--- config.mk ---
export PLATFORM = sky130hd
export DESIGN_NAME = sqfk_mul
export DESIGN_NICKNAME = d
export VERILOG_FILES = /design/src/rtl/core/sqfk_mul.sv
export SDC_FILE = /design/constraint.sdc
export NUM_CORES = 1
export LEC_CHECK = 0
export BUFFER_PORTS_ARGS = -buffer_cell sky130_fd_sc_hd__buf_2
export CELL_PAD_IN_SITES_DETAIL_PLACEMENT = 0
export CELL_PAD_IN_SITES_GLOBAL_PLACEMENT = 1
export CORE_MARGIN = 1
export CORE_UTILIZATION = 25
export CTS_BUF_LIST = sky130_fd_sc_hd__clkbuf_16
export DETAILED_ROUTE_END_ITERATION = 12
export GPL_TIMING_DRIVEN = 0
export PLACE_DENSITY = 0.5
export SETUP_SLACK_MARGIN = 0.15
export SLEW_MARGIN = 20
export SYNTH_ARGS = -nofsm -noshare
export SYNTH_HDL_FRONTEND = slang
export SYNTH_SLANG_ARGS = --single-unit
--- constraint.sdc ---
create_clock -name clk -period 12.7 [get_ports clk]
set_input_delay 1.27 -clock clk [delete_from_list [all_inputs] [get_ports clk]]
set_output_delay 1.27 -clock clk [all_outputs]
set_load 0.01 [all_outputs]
--- src/rtl/core/sqfk_mul.sv ---
`default_nettype none
// ----------------------------------------------------------------------------
// sqfk_mul
// shared registered 16x16 multiplier
// ----------------------------------------------------------------------------
module sqfk_mul (
    input  wire logic        clk,
    input  wire logic [15:0] a,
    input  wire logic [15:0] b,
    output logic [31:0]      prod
);

    logic [31:0] prod_reg;

    always_ff @(posedge clk)
    begin
        prod_reg <= 32'(a) * 32'(b);
    end

    assign prod = prod_reg;

endmodule
`default_nettype wire

==> results.py, run 1 <==
metrics = {
    "layout": {
        "largest_register_ffs": 32,
        "synthToLayoutAreaGrowth_pct": 11.5,
        "final_layout_size_suffix_gt1_frac": 0.0794,
        "fin_nets": 1438,
    },
    "clock_tree": {
        "path_clk_slew_ns": 0.05,
        "cts_tree": "built",
        "cts_resized": 0,
        "root_buffer": "clkbuf_16",
        "cts.path.max_buffers": 2,
        "cts_setup_buffers": 0,
        "numCtsBuffers": 5,
        "ctsHtreeMaxLevel": 2,
        "cts_hold_buf": 0,
        "clock-sinks": 32,
    },
    "placement": {
        "port_buffers": 64,
        "dp_hpwl_um": 24000,
        "gp_congestion": 0.840,
    },
    "floorplan": {
        "dieArea_mm2": 0.0380,
        "row_count": 70,
        "core-area_mm2": 0.0366,
        "initial_core_util": 0.254,
        "ioPinCount": 65,
        "die_h_um": 195,
        "die_w_um": 195,
    },
    "worst_setup_path": {
        "cp.required_ns": 12.89,
        "crit_path_end_kind": "register",
        "worstSetupEndpoint": "prod[30]",
        "startpoint_type": "input pin",
        "path_class": "input pin to register",
        "worstPathArrival_ns": 7.45,
        "crit_start": "b[2]",
        "crit_fanout": 10,
    },
    "timing": {
        "rsz0062_at_grt": "false",
        "finalMaxSlewViolations": 0,
        "tns_ns": 0,
        "post-route-period-util": 0.571,
        "fmax_mhz": 138,
        "finalSetupViolCount": 0,
        "relSlewSlack": 0.458,
        "tightest_slew_ns": 0.813,
        "min_period_ns": 7.26,
        "hold_viol_final": 0,
    },
    "global_routing": {
        "grt_max_degree": 11,
        "antenna_found_initial": 1,
        "globalRouteMet1Util": 0.210,
        "grt_pass1_wl_um": 44400,
        "use_met2": 0.269,
        "top_usage_layer": "met2",
        "grt.overflow.total": 0,
        "track_usage": 0.156,
        "grt_pass1_vias": 7645,
        "grt_util_met3": 0.0186,
    },
    "detailed_routing": {
        "viasPerCell": 4.43,
        "routed_wl_um": 28100,
        "wl_per_cell_um": 17.8,
        "drtAntennaViolNets": 0,
        "drc": 0,
        "num_vias": 6989,
        "detail_route.first_pass.iterations": 4,
        "first_iter_violations": 311,
    },
    "hold_path": {
        "hp-class": "input pin to register",
    },
    "synthesis": {
        "async_flop_share": 0,
        "synth_area_mm2": 0.00930,
        "synth_top_cell_by_area": "fa_1",
        "synth-seq-cells": 32,
        "synth_warnings": 0,
        "synth.distinct_cells": 47,
        "ys.flop_type": "dfxtp_1",
        "synth_most_common_cell": "inv_1",
        "avgSynthCellArea_um2": 8.98,
        "netlist_instances": 1036,
        "yosysSeqAreaShare": 0.0689,
        "ys_top_cells_by_area": "fa_1 (42%), ha_1 (14%), inv_1 (9.0%)",
        "synth_common_cells": "inv_1 (224), fa_1 (194), nand2_1 (151)",
        "synth_edf_count": 0,
        "yosysTopAreaCellShare": 0.418,
        "syn_nets": 1367,
    },
    "flow_run": {
        "maxCapViolCount": 0,
    },
    "outcome": {
        "status": "complete, no violations",
    },
}
-- area by class of cell --
cell class,instances,area [um2]
fillers,4044,26200
multi-input cells,739,7640
inverters,224,841
flip-flops and latches,32,641
well taps,468,586
repair buffers,64,320
plain buffers,41,184
clock buffers,5,125
clock inverters,3,38.8
diodes,1,2.50
-- kinds of logic (layout without fill, tap and decap cells) --
logic type,after synthesis,in the layout,synth area share
simple gates,330,330,0.176
flops,32,32,0.0689
other cells,0,1,0
fa+ha+maj,298,298,0.557
compound gates,84,84,0.0616
buf+inv,265,337,0.110
xor+xnor,27,27,0.0254
-- how the worst min path moves through the flow --
stage / start / end / slack [ns] / depth (start not counted)
floorplan: a[0] / prod[0] / 1.39 / 1
global placement: b[0] / prod[0] / 1.58 / 2
detailed placement: b[0] / prod[0] / 1.57 / 2
CTS: b[0] / prod[0] / 1.27 / 2
global route: b[0] / prod[0] / 1.30 / 2
finish: b[0] / prod[0] / 1.29 / 2
-- cells in the final DEF (no fill, tap or decap), types with 3 or more instances in the layout --
cell type / instances
clkbuf_16: 5
nand4_1: 9
xor2_1: 8
nor2_1: 15
fa_1: 194
o21ai_0: 8
buf_6: 3
a211oi_1: 3
and2_1: 126
buf_2: 67
inv_1: 225
nand3_1: 9
nor3_1: 8
nand2b_1: 3
nand2_1: 151
o21bai_1: 4
dfxtp_1: 32
o21ai_1: 9
xnor2_1: 19
a21oi_1: 21
nor2b_1: 4
ha_1: 104
a31oi_1: 6
a21o_1: 10
clkbuf_1: 34
-- worst max-delay path, stage by stage --
cell       delay (ns)
buf_2            0.20
clkbuf_1         0.59
nand2_1          0.16
fa_1             0.52
fa_1             0.58
fa_1             0.45
fa_1             0.54
inv_1            0.05
fa_1             0.53
inv_1            0.06
fa_1             0.48
inv_1            0.04
ha_1             0.35
nand3_1          0.21
nor2_1           0.24
o2111ai_1        0.20
a31oi_1          0.64
nor3_1           0.11
a211oi_1         0.22
-- through the flow --
step | util | cells | worst slack [ns] | instance area, um2 | hold slack (ns)
after global routing | 0.283 | 1576 | 5.12 | 10400 | 1.30
after detailed placement | 0.279 | 1568 | 5.18 | 10200 | 1.57
after global placement | 0.279 | 1568 | 5.16 | 10200 | 1.58
final | 0.283 | 1577 | 5.44 | 10400 | 1.29
after floorplan | - | 1036 | 6.39 | 9300 | 1.39
after CTS | 0.283 | 1576 | 5.46 | 10400 | 1.27
-- per-layer routing --
layer / wire [um] / vias to the layer above
met5: 0 / -
met2: 13900 / 110
met4: 501 / 0
li1: - / 3266
met1: 12800 / 3587
met3: 812 / 26
Power of run 1 is left out: the tool's default activity adds up to more than one toggle a clock period on the data nets, which glitch-free logic cannot reach.
==> inputs of run 2 (changes only) <==
--- a/config.mk
+++ b/config.mk
@@ -5,6 +5,7 @@
 export SDC_FILE = /design/constraint.sdc
 export NUM_CORES = 1
 export LEC_CHECK = 0
+export ABC_AREA = 1
 export BUFFER_PORTS_ARGS = -buffer_cell sky130_fd_sc_hd__buf_2
 export CELL_PAD_IN_SITES_DETAIL_PLACEMENT = 0
 export CELL_PAD_IN_SITES_GLOBAL_PLACEMENT = 1
@@ -13,7 +14,7 @@
 export CTS_BUF_LIST = sky130_fd_sc_hd__clkbuf_16
 export DETAILED_ROUTE_END_ITERATION = 12
 export GPL_TIMING_DRIVEN = 0
-export PLACE_DENSITY = 0.5
+export PLACE_DENSITY = 0.54
 export SETUP_SLACK_MARGIN = 0.15
 export SLEW_MARGIN = 20
 export SYNTH_ARGS = -nofsm -noshare
==> constraint.sdc (replaced) <==
create_clock -name clk -period 5.91 [get_ports clk]
set_input_delay 0.591 -clock clk [delete_from_list [all_inputs] [get_ports clk]]
set_output_delay 0.591 -clock clk [all_outputs]
set_load 0.01 [all_outputs]
==> run 2 against run 1 <==
Worst hold slack worse by 0.65 ns. Final area up 9.5%. First-iteration DRC count up 11%. Flip-flop and latch count unchanged. Via count up 13%. Wire length up 11%. Die area up 8.6%. Non-clock buffer count down 9. Worst setup slack worse by 5.0 ns. Synthesized area up 8.7%. Utilization up 0.18 points. Highest routed layer unchanged.
==> results.py, run 2 <==
metrics = {
    "synthesis": {
        "synth_most_common_cell": "nand2_1",
        "netlist_instances": 1401,
        "ys.flop_type": "dfxtp_1",
        "yosysTopAreaCellShare": 0.384,
        "async_flop_share": 0,
        "syn_nets": 1732,
        "synth_top_cell_by_area": "fa_1",
        "synth_common_cells": "nand2_1 (450), inv_1 (433), fa_1 (194)",
        "synth.distinct_cells": 22,
        "yosysSeqAreaShare": 0.0634,
        "ys_top_cells_by_area": "fa_1 (38%), nand2_1 (17%), inv_1 (16%)",
        "avgSynthCellArea_um2": 7.22,
        "synth_edf_count": 0,
        "synth-seq-cells": 32,
        "synth_warnings": 0,
        "synth_area_mm2": 0.0101,
    },
    "placement": {
        "gp_congestion": 0.840,
        "dpl_cell_area_mm2": 0.0109,
        "dp_hpwl_um": 26500,
        "port_buffers": 32,
    },
    "layout": {
        "synthToLayoutAreaGrowth_pct": 12.3,
        "fin_nets": 1771,
        "largest_register_ffs": 32,
        "multi_input_area_mm2": 0.00761,
        "design_area_mm2": 0.0114,
        "n_fill_cell": 4501,
        "final_cell_mix": "nand2_1 (449), inv_1 (433), fa_1 (194)",
        "seq_area_um2": 641,
        "final_layout_size_suffix_gt1_frac": 0.0867,
        "layout_commonest_cell": "nand2_1",
        "diodes": 0,
    },
    "clock_tree": {
        "cts.path.max_buffers": 2,
        "cts_tree": "built",
        "ctsHtreeMaxLevel": 2,
        "root_buffer": "clkbuf_16",
        "path_clk_slew_ns": 0.06,
        "numCtsBuffers": 5,
        "cts_setup_buffers": 0,
        "clock-sinks": 32,
        "cts_hold_buf": 0,
        "cts_resized": 64,
    },
    "timing": {
        "rsz0062_at_grt": "false",
        "tightest_slew_ns": 0.514,
        "finalMaxSlewViolations": 0,
        "min_period_ns": 5.52,
        "post-route-period-util": 0.933,
        "hold_viol_final": 0,
        "finalSetupViolCount": 0,
        "relSlewSlack": 0.657,
        "fmax_mhz": 181,
    },
    "worst_setup_path": {
        "path_class": "input pin to register",
        "startpoint_type": "input pin",
        "crit_fanout": 10,
        "cp.required_ns": 6.10,
        "worstPathArrival_ns": 5.71,
        "crit_path_end_kind": "register",
    },
    "floorplan": {
        "die_h_um": 203,
        "core-area_mm2": 0.0398,
        "die_w_um": 203,
        "dieArea_mm2": 0.0413,
        "ioPinCount": 65,
        "initial_core_util": 0.254,
        "row_count": 73,
    },
    "outcome": {
        "status": "complete, no violations",
    },
    "global_routing": {
        "track_usage": 0.163,
        "grt_pass1_wl_um": 50600,
        "grt_max_degree": 11,
        "grt.overflow.total": 0,
        "antenna_found_initial": 0,
        "grt_pass1_vias": 8660,
    },
    "detailed_routing": {
        "drtAntennaViolNets": 0,
        "first_iter_violations": 346,
        "wl_per_cell_um": 15.9,
        "detail_route.first_pass.iterations": 5,
        "num_vias": 7916,
        "routed_wl_um": 31200,
        "drc": 0,
        "viasPerCell": 4.03,
    },
    "flow_run": {
        "maxCapViolCount": 0,
    },
    "hold_path": {
        "hp-class": "input pin to register",
    },
}
==> run 2: cell count changes after synthesis, sizes merged, moves of 7 or more <==
cell    before  now
a21o        12    1
nor2        15   39
inv        224  433
xor2         8   15
clkbuf      34   64
a31oi        7    0
nand3        9   32
buf          7    0
o21ai       17    0
and2       126    1
xnor2       19    3
nand2      151  458
nor3        10    1
==> run 2: cell type report <==
| cell class | count | area share |
|---|---|---|
| tap | 525 | 0.0579 |
| timing repair buffer | 32 | 0.0141 |
| clock inverter | 3 | 0.00331 |
| clock buffer | 5 | 0.0110 |
| buffer | 64 | 0.0435 |
| inverter | 433 | 0.143 |
| multi-input combinational | 872 | 0.671 |
| sequential | 32 | 0.0564 |
==> run 2: path summary, 6_finish.rpt <==
path / start / end / cells after the start
max: b[3] / prod[31] / 20
min: b[0] / prod[0] / 3
==> run 2: metrics by stage <==
step / cells / worst slack (ns) / setup TNS (ns) / hold WS [ns] / util
CTS: 1966 / 0.131 / 0 / 0.636 / 0.281
global placement: 1958 / -0.753 / -13.51 / 0.942 / 0.274
floorplan: 1401 / 0.452 / 0 / 0.868 / -
detailed placement: 1958 / -0.646 / -11.13 / 0.940 / 0.274
global route: 1966 / 0.143 / 0 / 0.670 / 0.285
finish: 1966 / 0.394 / 0 / 0.641 / 0.285
==> run 2: cells by family (layout without fill, tap and decap cells) <==
| kind of cell | after synthesis | after routing | synth area share |
|---|---|---|---|
| DFF | 32 | 32 | 0.0634 |
| adders and majority gates | 298 | 298 | 0.513 |
| xor gates and xnor gates | 18 | 18 | 0.0156 |
| buffers and inverters | 497 | 537 | 0.184 |
| AOI/OAI and AO/OA | 19 | 19 | 0.00990 |
| and+or+nand+nor | 537 | 537 | 0.214 |
==> run 2: metal layers <==
layer,GRT usage,vias up,wire length [um]
met2,0.262,120,14100
met1,0.232,3792,15500
li1,-,3965,-
met4,0.0470,0,817
met5,0,-,0
met3,0.0112,39,766
==> run 2: worst max-delay path, cell delays in order <==
cell	delay (ns)
clkbuf_2	0.21
buf_4	0.25
nand2_1	0.09
fa_1	0.50
fa_1	0.55
inv_1	0.05
fa_1	0.49
fa_1	0.54
fa_1	0.49
inv_1	0.05
fa_1	0.57
inv_1	0.07
ha_1	0.37
nand2_1	0.13
nor2_1	0.25
nand2_1	0.17
nor2_1	0.11
nand2_1	0.08
nand3_1	0.09
nand2_1	0.05
Power of run 2 is left out for the same reason.
==> inputs of run 3 (changes only) <==
--- a/config.mk
+++ b/config.mk
@@ -15,6 +15,7 @@
 export DETAILED_ROUTE_END_ITERATION = 12
 export GPL_TIMING_DRIVEN = 0
 export PLACE_DENSITY = 0.54
+export RECOVER_POWER = 50
 export SETUP_SLACK_MARGIN = 0.15
 export SLEW_MARGIN = 20
 export SYNTH_ARGS = -nofsm -noshare
==> run 3 against run 2 <==
First-iteration DRC count decreased by 0.29%. Global-route usage unchanged. Utilization is 0.094 points lower. Critical path depth is the same. Non-clock buffer count stayed put. Worst setup slack hardly changed. Worst hold slack hardly changed. Fmax stayed put. Die area did not move. Critical path type unchanged. Critical endpoint unchanged. Highest routed layer unchanged.
==> results.py, run 3 (same netlist as run 2, synthesis figures left out) <==
metrics = {
    "floorplan": {
        "row_count": 73,
        "die_w_um": 203,
        "die_h_um": 203,
        "ioPinCount": 65,
        "core-area_mm2": 0.0398,
        "dieArea_mm2": 0.0413,
        "initial_core_util": 0.254,
    },
    "placement": {
        "gp_congestion": 0.840,
        "dp_cells": 1958,
        "dp_hpwl_um": 26500,
        "pre_cts_ws_ns": -0.646,
        "port_buffers": 32,
    },
    "layout": {
        "fin_nets": 1771,
        "diodes": 0,
        "utilization": 0.284,
        "largest_register_ffs": 32,
        "final_cell_mix": "nand2_1 (449), inv_1 (433), fa_1 (194)",
        "n_fill_cell": 4517,
        "final_cell_count_no_fill": 1966,
        "multi_input_area_mm2": 0.00761,
        "layout_commonest_cell": "nand2_1",
        "seq_area_um2": 641,
        "final_layout_size_suffix_gt1_frac": 0.0659,
        "synthToLayoutAreaGrowth_pct": 11.9,
    },
    "clock_tree": {
        "root_buffer": "clkbuf_16",
        "cts.path.max_buffers": 2,
        "clock-sinks": 32,
        "cts_setup_buffers": 0,
        "ctsHtreeMaxLevel": 2,
        "cts_tree": "built",
        "numCtsBuffers": 5,
        "path_clk_slew_ns": 0.06,
    },
    "hold_path": {
        "hold_depth": 3,
        "hp-class": "input pin to register",
        "min_from": "b[0]",
    },
    "worst_setup_path": {
        "crit_fanout": 10,
        "crit_start": "b[3]",
        "cp.required_ns": 6.10,
        "path_class": "input pin to register",
        "startpoint_type": "input pin",
        "worstPathArrival_ns": 5.71,
        "crit_path_end_kind": "register",
    },
    "timing": {
        "finalMaxSlewViolations": 0,
        "holdWs_ns": 0.641,
        "hold_viol_final": 0,
        "tightest_slew_ns": 0.514,
        "finalSetupViolCount": 0,
        "finalWorstSetupSlack_ns": 0.394,
        "relSlewSlack": 0.657,
        "post-route-period-util": 0.933,
        "fmax_mhz": 181,
        "rsz0062_at_grt": "false",
        "min_period_ns": 5.52,
    },
    "detailed_routing": {
        "first_iter_violations": 345,
        "detail_route.first_pass.iterations": 5,
        "drc": 0,
        "wl_per_cell_um": 15.9,
        "num_vias": 7916,
        "viasPerCell": 4.03,
        "drtAntennaViolNets": 0,
        "routed_wl_um": 31200,
    },
    "global_routing": {
        "track_usage": 0.163,
        "grt.overflow.total": 0,
        "grt_pass1_vias": 8660,
        "antenna_found_initial": 0,
        "grt_max_degree": 11,
        "grt_pass1_wl_um": 50600,
    },
    "outcome": {
        "status": "complete, no violations",
    },
    "flow_run": {
        "maxCapViolCount": 0,
    },
}
==> run 3: changes by cell type in the layout (fill, tap and decap cells not counted) <==
| cell | previous run | this run |
|---|---|---|
| buf_2 | 38 | 8 |
| clkbuf_1 | 2 | 32 |
==> run 3: worst max-delay path: stages <==
cell	delay, ns
clkbuf_2	0.21
buf_4	0.25
nand2_1	0.09
fa_1	0.50
fa_1	0.55
inv_1	0.05
fa_1	0.49
fa_1	0.54
fa_1	0.49
inv_1	0.05
fa_1	0.57
inv_1	0.07
ha_1	0.37
nand2_1	0.13
nor2_1	0.25
nand2_1	0.17
nor2_1	0.11
nand2_1	0.08
nand3_1	0.09
nand2_1	0.05
==> run 3: path summary, 6_finish.rpt <==
check / endpoint / slack [ns]
max: prod[31] / 0.39
min: prod[0] / 0.64
==> run 3: area by class of cell <==
type                       count  area share
sequential                    32      0.0566
tap                          525      0.0580
inverter                     433       0.144
buffer                        64      0.0437
clock inverter                 3     0.00332
clock buffer                   5      0.0111
multi-input combinational    872       0.673
timing repair buffer          32      0.0108
==> run 3: per-stage QoR <==
stage / cell area (um2) / setup TNS (ns)
floorplan: 10100 / 0
global placement: 10900 / -13.51
detailed placement: 10900 / -11.13
CTS: 11200 / 0
global route: 11300 / 0
finish: 11300 / 0
==> run 3: metal layers <==
layer,vias up,global-route usage,routed length [um]
li1,3965,-,-
met5,-,0,0
met4,0,0.0470,817
met3,39,0.0112,761
met2,117,0.262,14100
met1,3795,0.232,15500
==> run 3: what timing repair did <==
| action | 4_1_cts | 5_1_grt |
|---|---|---|
| endpoints found under the setup margin | 20 | 19 |
| hold buffers | 0 | 0 |
| resized for setup | 64 | 132 |
Power of run 3 is left out for the same reason.
